--- src/sv/frws_pkg.sv ---
package frws_pkg;

    // fixed field widths
    localparam int TIME_W   = 24;
    localparam int RATE_W   = 28;
    localparam int TIMER_W  = 25;
    localparam int PADDR_W  = 3;
    localparam int PDATA_W  = 32;

    // parameter defaults
    localparam int WINDOW_SIZE_DEF = 128;
    localparam int PERCENT_DIV     = 100;

    // rate = 1e6 * 256 / time, saturating on a zero time
    localparam logic [RATE_W-1:0] RATE_NUM = 28'd256000000;
    localparam logic [RATE_W-1:0] RATE_MAX = 28'hFFF_FFFF;

    localparam logic [TIME_W-1:0] INTERVAL_RESET = 24'd500000;

    // register index, byte address 4 * index
    localparam logic REG_INTERVAL = 1'b0;

    typedef enum logic [3:0] {
        ST_IDLE,
        ST_RDIV,
        ST_WRITE,
        ST_SCAN,
        ST_DRAIN,
        ST_KSUM,
        ST_MDIV,
        ST_LDIV,
        ST_HDIV,
        ST_OUT
    } state_t;

endpackage

--- src/sv/frws_div.sv ---
module frws_div #(
    parameter int NUM_W = frws_pkg::RATE_W + $clog2(frws_pkg::WINDOW_SIZE_DEF),
    parameter int DEN_W = frws_pkg::TIME_W
) (
    input  logic             aclk,
    input  logic             aresetn,
    input  logic             start,
    input  logic [NUM_W-1:0] num,
    input  logic [DEN_W-1:0] den,
    output logic             done,
    output logic [NUM_W-1:0] quot
);

    localparam int CNT_W = $clog2(NUM_W);

    logic [NUM_W-1:0] num_reg;
    logic [DEN_W-1:0] den_reg;
    logic [DEN_W-1:0] rem_reg;
    logic [CNT_W-1:0] cnt_reg;
    logic             busy_reg;
    logic             done_reg;

    logic [DEN_W:0]   trial;
    logic [DEN_W:0]   diff;
    logic             borrow;

    // one restoring step per cycle, msb first
    assign trial  = {rem_reg, num_reg[NUM_W-1]};
    assign diff   = trial - {1'b0, den_reg};
    assign borrow = diff[DEN_W];

    always_ff @(posedge aclk) begin
        if (!aresetn) begin
            busy_reg <= 1'b0;
            done_reg <= 1'b0;
        end else begin
            done_reg <= 1'b0;
            if (start) begin
                busy_reg <= 1'b1;
            end else if (busy_reg && cnt_reg == CNT_W'(NUM_W - 1)) begin
                busy_reg <= 1'b0;
                done_reg <= 1'b1;
            end
        end
    end

    always_ff @(posedge aclk) begin
        if (start) begin
            num_reg <= num;
            den_reg <= den;
            rem_reg <= '0;
            cnt_reg <= '0;
        end else if (busy_reg) begin
            num_reg <= {num_reg[NUM_W-2:0], ~borrow};
            rem_reg <= borrow ? trial[DEN_W-1:0] : diff[DEN_W-1:0];
            cnt_reg <= cnt_reg + 1'b1;
        end
    end

    assign done = done_reg;
    assign quot = num_reg;

endmodule

--- config.mk ---
export PLATFORM = sky130hd
export DESIGN_NAME = frws_div
export DESIGN_NICKNAME = d
export VERILOG_FILES = /design/src/sv/frws_pkg.sv /design/src/sv/frws_div.sv
export SDC_FILE = /design/constraint.sdc
export NUM_CORES = 1
export LEC_CHECK = 0
export ABC_AREA = 1
export BUFFER_PORTS_ARGS = -buffer_cell sky130_fd_sc_hd__buf_4
export CORE_MARGIN = 10
export CORE_UTILIZATION = 35
export DETAILED_ROUTE_END_ITERATION = 8
export PLACE_DENSITY = 0.61
export SLEW_MARGIN = 40
export SYNTH_ARGS = -nofsm -noshare
export SYNTH_HDL_FRONTEND = slang
export SYNTH_SLANG_ARGS = --single-unit
--- constraint.sdc ---
create_clock -name aclk -period 2.9 [get_ports aclk]
set_clock_uncertainty 0.2 [all_clocks]
set_input_delay 0.435 -clock aclk [delete_from_list [all_inputs] [get_ports aclk]]
set_output_delay 0.435 -clock aclk [all_outputs]
set_load 0.02 [all_outputs]
==> impl_results.md, run 1 <==
- Routed Antenna Nets: 0
- Cell family with most CP delay: simple AND/OR/NAND/NOR gates
- Layout area overhead: 21.9%
- Layout cells sized above 1: 17.2%
- TritonCTS clock tree: built
- Mapped Area: 5640 µm²
- Setup TNS: 0 ps
- F_max: 0.382 GHz
- Crit path buffers/inverters: 2
- First-pass GRT wire length: 23.5 mm
- Top cells by area, synth: edfxtp_1 31%, nand2_1 23%, dfxtp_1 11%, inv_1 9.1%, ha_1 5.8%
- Async SR Flop Fraction: 0%
- WL final: 13.9 mm
- Tmin final: 2620 ps
- Worst endpoint required time: between 2000 and 3000 ps
- Min-delay worst type: in -> reg
- Period utilization: between 90% and 100%
- Final setup viols: 0
- Number of synthesized flops with an enable pin: 59
- Simple-Gate Fraction of Synth Area: 35.0%
- Crit path from: quot[34]
- Slew @ Worst Pin: 623 ps
- H-tree depth: 3
- Starting Density: between 30% and 40%
- Final hold violation count: 0
- Power Density: 458 nW/µm²
- Clk sink count: 91
- Full die area: 21,600 µm²
- DP Area: 6590 µm²
- Drt first pass iters: 4
- Post-Syn Nets: 883
- Core area: 15,800 µm²
- Post-synthesis cell type count: 35
- Fillcell total: 1,699
- Clock Tree Buf Depth: 2
- CTS Buf Count: 9
- Post-synth top cells: 345 x nand2_1, 136 x inv_1, 59 x edfxtp_1
- Multiplexer share of the synthesized area: 0%
- Finished Core Util: 43.4%
- Slew HR: 58.4%
- Met1 Wirelength: 6.54 mm
- Reg clk slew, reported paths: 70 ps
- Final Max Tran Viols: 0
- IO buf count: 97
- Main synth FF type: edfxtp_1
- Die height: 147 µm
- Largest family of logic cells by synthesized area: simple AND/OR/NAND/NOR gates
- Cells after Synth: roughly 790
- GRT overflow: 0
- Worst Path Max Fanout: 18
- Synth Area in Compound Gates: around 3.0%
- Post-CTS setup buffer count: 0
- Drc violations: 0
- Leading area contributor after synthesis: edfxtp_1
- CP endpoint kind: register
- DP Worst Slack: ~300 ps
- Synthesized area per cell: ~7 µm²
- Final net count: 979
- Mean routed wirelength per cell: 12.5 µm
- Delay of the slowest critical-path stage: 440 ps
- Met2 wire length: 6.15 mm
- XOR/XNOR Fraction of Synth Area: just over 2%
- CTS Hold Bufs: 0
- Yosys warnings: 0
- WL met3: 1.05 mm
- Worst Setup Path Type: reg -> reg
- Worst setup margin: around 280 ps
- Drt via density: 4.39
- Max reg flops: 35
- Multi-input logic area: 2600 µm²
- Crit path launch type: register
- Width of the die: approximately 150 µm
- Number of global-route vias before repair: roughly 5,000
- N_diodes: 0
- Synth top area share: 31.4%
- Largest net degree at the start of global routing: 47
- Worst reg2reg path startpoint: quot[34]
- Hold Startpoint: den[14]
- FF+latch count, synth: 91
- CTS root buf: clkbuf_16
- Data arrival, critical path: 2660 ps
- Adder-cell share of the synthesized area: 6.12%
- Max Cap Viol: 0
- Gpl congestion: 0.852
- I/O pin total: roughly 100
- # resized after CTS: 0
- Finished Cell Area: just under 7000 µm²
- Status: completed
- Vias: 4,882
- Sequential share of the synthesized area: a little over two fifths
- Placed insts: 1,095
- Most frequent cell after synthesis: nand2_1
- Finished Layout Cells: roughly 1,100
- Register area: about 2400 µm²
- DP Wirelength: 10.6 mm
- WHS: 56.2 ps
- Starting DRT DRC Count: 185
- Unrepaired setup endpoints after global routing: no
- Highest Signal Layer: met4
- Max VDD drop: 0.261 mV
- Slowest library cell on the worst path: fa_1
- Clk_lat worst skew: 350 ps
- Total track usage: 13.2%
- Top cell by count, worst path: nand2_1
- CP cell instances: inv_1 > ha_1 > fa_1 > inv_1 > nand2_1 > nand2_1 > nand3_1 > nand2_2 > nand2_2 > nand3_2 > nand2_2 > nand2_4 > nand2_1 > nand3_1 > nand2_1
- Design Power: 3.15 mW
- Rows: 46
- Leak: around 3.6 nW
- Initial antenna violation count: 0
[per-layer routing]
layer,track usage [%],vias up
li1,-,2624
met1,16.2,2145
met2,21.0,96
met3,5.13,17
met4,3.72,0
met5,0,-
[layout make-up]
cell class | count | share of cell area, %
Multi-Input combinational cell | 545 | 37.8
Sequential cell | 91 | 35.1
Timing Repair Buffer | 101 | 11.2
Inverter | 142 | 7.75
Tap cell | 216 | 3.93
Clock buffer | 9 | 3.28
Clock inverter | 7 | 0.910
[cells by family (layout without fill, tap and decap cells)]
logic type	after synthesis	in the layout
compound gates	32	32
simple gates	473	473
buf+inv	158	259
fa+ha+maj	27	27
xor+xnor	13	13
flops	91	91
[placed cells by master, fill, tap and decap left out, types with 3 or more instances in the layout]
cell type	Yosys	routed
nand2_1	345	345
inv_1	136	135
buf_4	0	100
edfxtp_1	59	59
nand3_1	41	41
nor2_1	40	40
dfxtp_1	32	32
ha_1	26	26
nand2_2	19	19
a21oi_1	17	17
clkbuf_16	0	9
xnor2_1	8	8
inv_2	6	7
o21ai_1	7	7
nand4_1	6	6
o21ai_0	5	5
xor2_1	5	5
nor3_1	4	4
nor2_2	3	3
nand3b_1	3	3
[power by group]
part	leakage, nW	switching [mW]	internal [mW]
logic	2.62	0.293	0.204
clock network	0.137	0.535	0.594
registers	0.853	0.0409	1.48
total	3.61	0.870	2.28
[worst paths after layout]
path | to | slack [ps] | cells past startpoint
setup / recovery | rem_reg[12] | 280 | 15
hold reg to reg | rem_reg[3] | 270 | 2
hold / removal | den_reg[14] | 60 | 1
setup reg to reg | rem_reg[12] | 280 | 15
Power figures use the tool's default switching activity.
==> inputs of run 2 (changes only) <==
--- a/config.mk
+++ b/config.mk
@@ -11,6 +11,7 @@
 export CORE_UTILIZATION = 35
 export DETAILED_ROUTE_END_ITERATION = 8
 export PLACE_DENSITY = 0.61
+export RECOVER_POWER = 50
 export SLEW_MARGIN = 40
 export SYNTH_ARGS = -nofsm -noshare
 export SYNTH_HDL_FRONTEND = slang
==> constraint.sdc (replaced) <==
create_clock -name aclk -period 3.3 [get_ports aclk]
set_clock_uncertainty 0.2 [all_clocks]
set_input_delay 0.495 -clock aclk [delete_from_list [all_inputs] [get_ports aclk]]
set_output_delay 0.495 -clock aclk [all_outputs]
set_load 0.02 [all_outputs]
==> impl_results.md, run 2 (synthesis results as in run 1) <==
- Status: completed
- Power Density: 408 nW/µm² (-11%)
- Clk sink count: 91 (unchanged)
- Drt via density: 4.38 (-0.29%)
- Width of the die: 147 µm (unchanged)
- P_int: 1.99 mW (-12%)
- CTS Hold Bufs: 0 (unchanged)
- Gpl congestion: 0.858 (+0.69%)
- I/O pin total: 98 (unchanged)
- Initial antenna violation count: 0 (unchanged)
- CTS Buf Count: 9 (unchanged)
- Layout area overhead: 21.1%
- TritonCTS clock tree: built
- Hold endpoint: den_reg[15]
- Reg clk slew, reported paths: 80 ps (about the same)
- Commonest non-fill, non-tap cells in the layout: 345 x nand2_1, 136 x inv_1, 63 x buf_4
- Min-delay worst type: in -> reg
- Max reg flops: 35 (unchanged)
- Cell count of the worst hold path: 1 (unchanged)
- Mean routed wirelength per cell: 12.5 µm (about the same)
- Drt first pass iters: 4 (unchanged)
- Starting DRT DRC Count: 274 (+48%)
- CP endpoint kind: register
- Die height: 147 µm (unchanged)
- Hold Startpoint: den[15]
- Worst Setup Path Type: in -> reg
- R2r endpoint: rem_reg[4]
- Max Cap Viol: 0 (unchanged)
- DP Wirelength: 10.6 mm (-0.64%)
- H-tree depth: 3 (unchanged)
- Layout cells sized above 1: 15.8% (-1.4 points)
- Full die area: 21,600 µm² (unchanged)
- Crit path launch type: input pin
- WL final: 13.9 mm (about the same)
- Worst endpoint required time: 3210 ps (+270 ps)
- N_diodes: 0 (unchanged)
- Reg power frac: 48.0% (-0.3 points)
- Tmin final: between 2000 and 3000 ps
- WHS: 132 ps (+75.9 ps)
- Final setup viols: 0 (unchanged)
- Unrepaired setup endpoints after global routing: no
- Core area: 15,800 µm² (unchanged)
- Post-CTS setup buffer count: 0 (unchanged)
- Number of global-route vias before repair: 4,909 (-1.4%)
- Clock power share: 36.8% (+0.9 points)
- Register-to-Register Path Depth: 15 (unchanged)
- Switching share of power: 28.4% (+0.81 points)
- IO buf count: 97 (unchanged)
- Worst reg2reg path startpoint: quot[34]
- Commonest non-fill, non-tap cell in the layout: nand2_1
- Net switching power: 0.792 mW (-8.9%)
- # resized after CTS: 0 (unchanged)
- Final net count: 980 (+0.10%)
- Period utilization: 79.4%
- First-pass GRT wire length: 23.6 mm (+0.62%)
- Starting Density: 35.6% (unchanged)
- CTS root buf: clkbuf_16
- Clk_lat worst skew: 360 ps (about the same)
- Clock Tree Buf Depth: 2 (unchanged)
- Rows: 46 (unchanged)
- Total track usage: 13.2% (+0.016 points)
- Slew HR: 15.9% (-42 points)
- Final Max Tran Viols: 0 (unchanged)
- GRT overflow: 0 (unchanged)
- Drc violations: 0 (unchanged)
- Reg2reg setup slack: 710 ps (+430 ps)
- F_max: 0.382 GHz
- Vias: 4,872 (-0.20%)
- Slew @ Worst Pin: 1260 ps (+638 ps)
- Largest net degree at the start of global routing: 47 (unchanged)
- Setup TNS: 0 ps (unchanged)
- Routed Antenna Nets: 0 (unchanged)
- Logic pwr share: 15.3% (-0.5 points)
- Worst Path Max Fanout: 26 (+8)
- Max VDD drop: 0.238 mV (-8.8%)
- Leak: 3.57 nW (-1.1%)
- Design Power: 2.78 mW (-11%)
- Final hold violation count: 0 (unchanged)
- Data arrival, critical path: 2530 ps (-130 ps)
==> run 2: cell types whose count changed in the layout (fill, tap and decap cells not counted), sizes merged <==
cell / before / now
clkbuf: 9 / 47
buf: 101 / 64
inv: 144 / 146
clkinv: 4 / 3
clkinvlp: 1 / 0
==> run 2: final cells by class <==
cell class                      count  area [µm²]
Clock inverter                      7        57.6
Tap cell                          216         270
Multi-Input combinational cell    545        2600
Sequential cell                    91        2410
Fill cell                        1642        9000
Inverter                          142         533
Clock buffer                        9         225
Timing Repair Buffer              102         728
==> run 2: power groups by stage <==
stage / Sequential [mW] / Combinational [mW] / Clock [mW]
final: 1.34 / 0.426 / 1.02
after global routing: 1.35 / 0.477 / 1.10
after CTS: 1.34 / 0.445 / 1.06
after detailed placement: 1.36 / 0.444 / 0
after global placement: 1.36 / 0.444 / 0
after floorplan: 1.41 / 0.197 / 0
==> run 2: worst max-delay path, stage by stage <==
cell and delay (ps):
clkbuf_1 830, inv_1 490, clkbuf_2 460, nand2_1 170, nand2_1 60
==> run 2: worst max path at each step <==
stage             start          to  slack, ps  cells after the start
2_1_floorplan  quot[34]     quot[0]        840                     14
3_3_place_gp   quot[34]  rem_reg[4]        760                     15
3_5_place_dp   quot[34]     quot[0]        730                     13
4_1_cts        quot[34]     quot[0]        700                     13
5_1_grt           start    quot[33]        390                      5
6_report          start    quot[24]        680                      5
==> run 2: layer usage <==
| metal | GRT usage (%) | share of wire [%] | up-vias | wire (µm) |
|---|---|---|---|---|
| li1 | - | - | 2626 | - |
| met1 | 16.8 | 48 | 2135 | 6740 |
| met2 | 20.5 | 43 | 101 | 6040 |
| met3 | 5.53 | 7.3 | 10 | 1020 |
| met4 | 2.73 | 0.86 | 0 | 120 |
| met5 | 0 | 0 | - | 0 |
==> run 2: per-stage QoR <==
step	std cells	util (%)	setup slack [ps]	area [µm²]
floorplan	794	-	843	5640
global placement	1096	41.7	760	6600
detailed placement	1096	41.7	731	6600
CTS	1112	43.5	705	6880
global route	1112	43.1	394	6830
finish	1112	43.1	680	6830
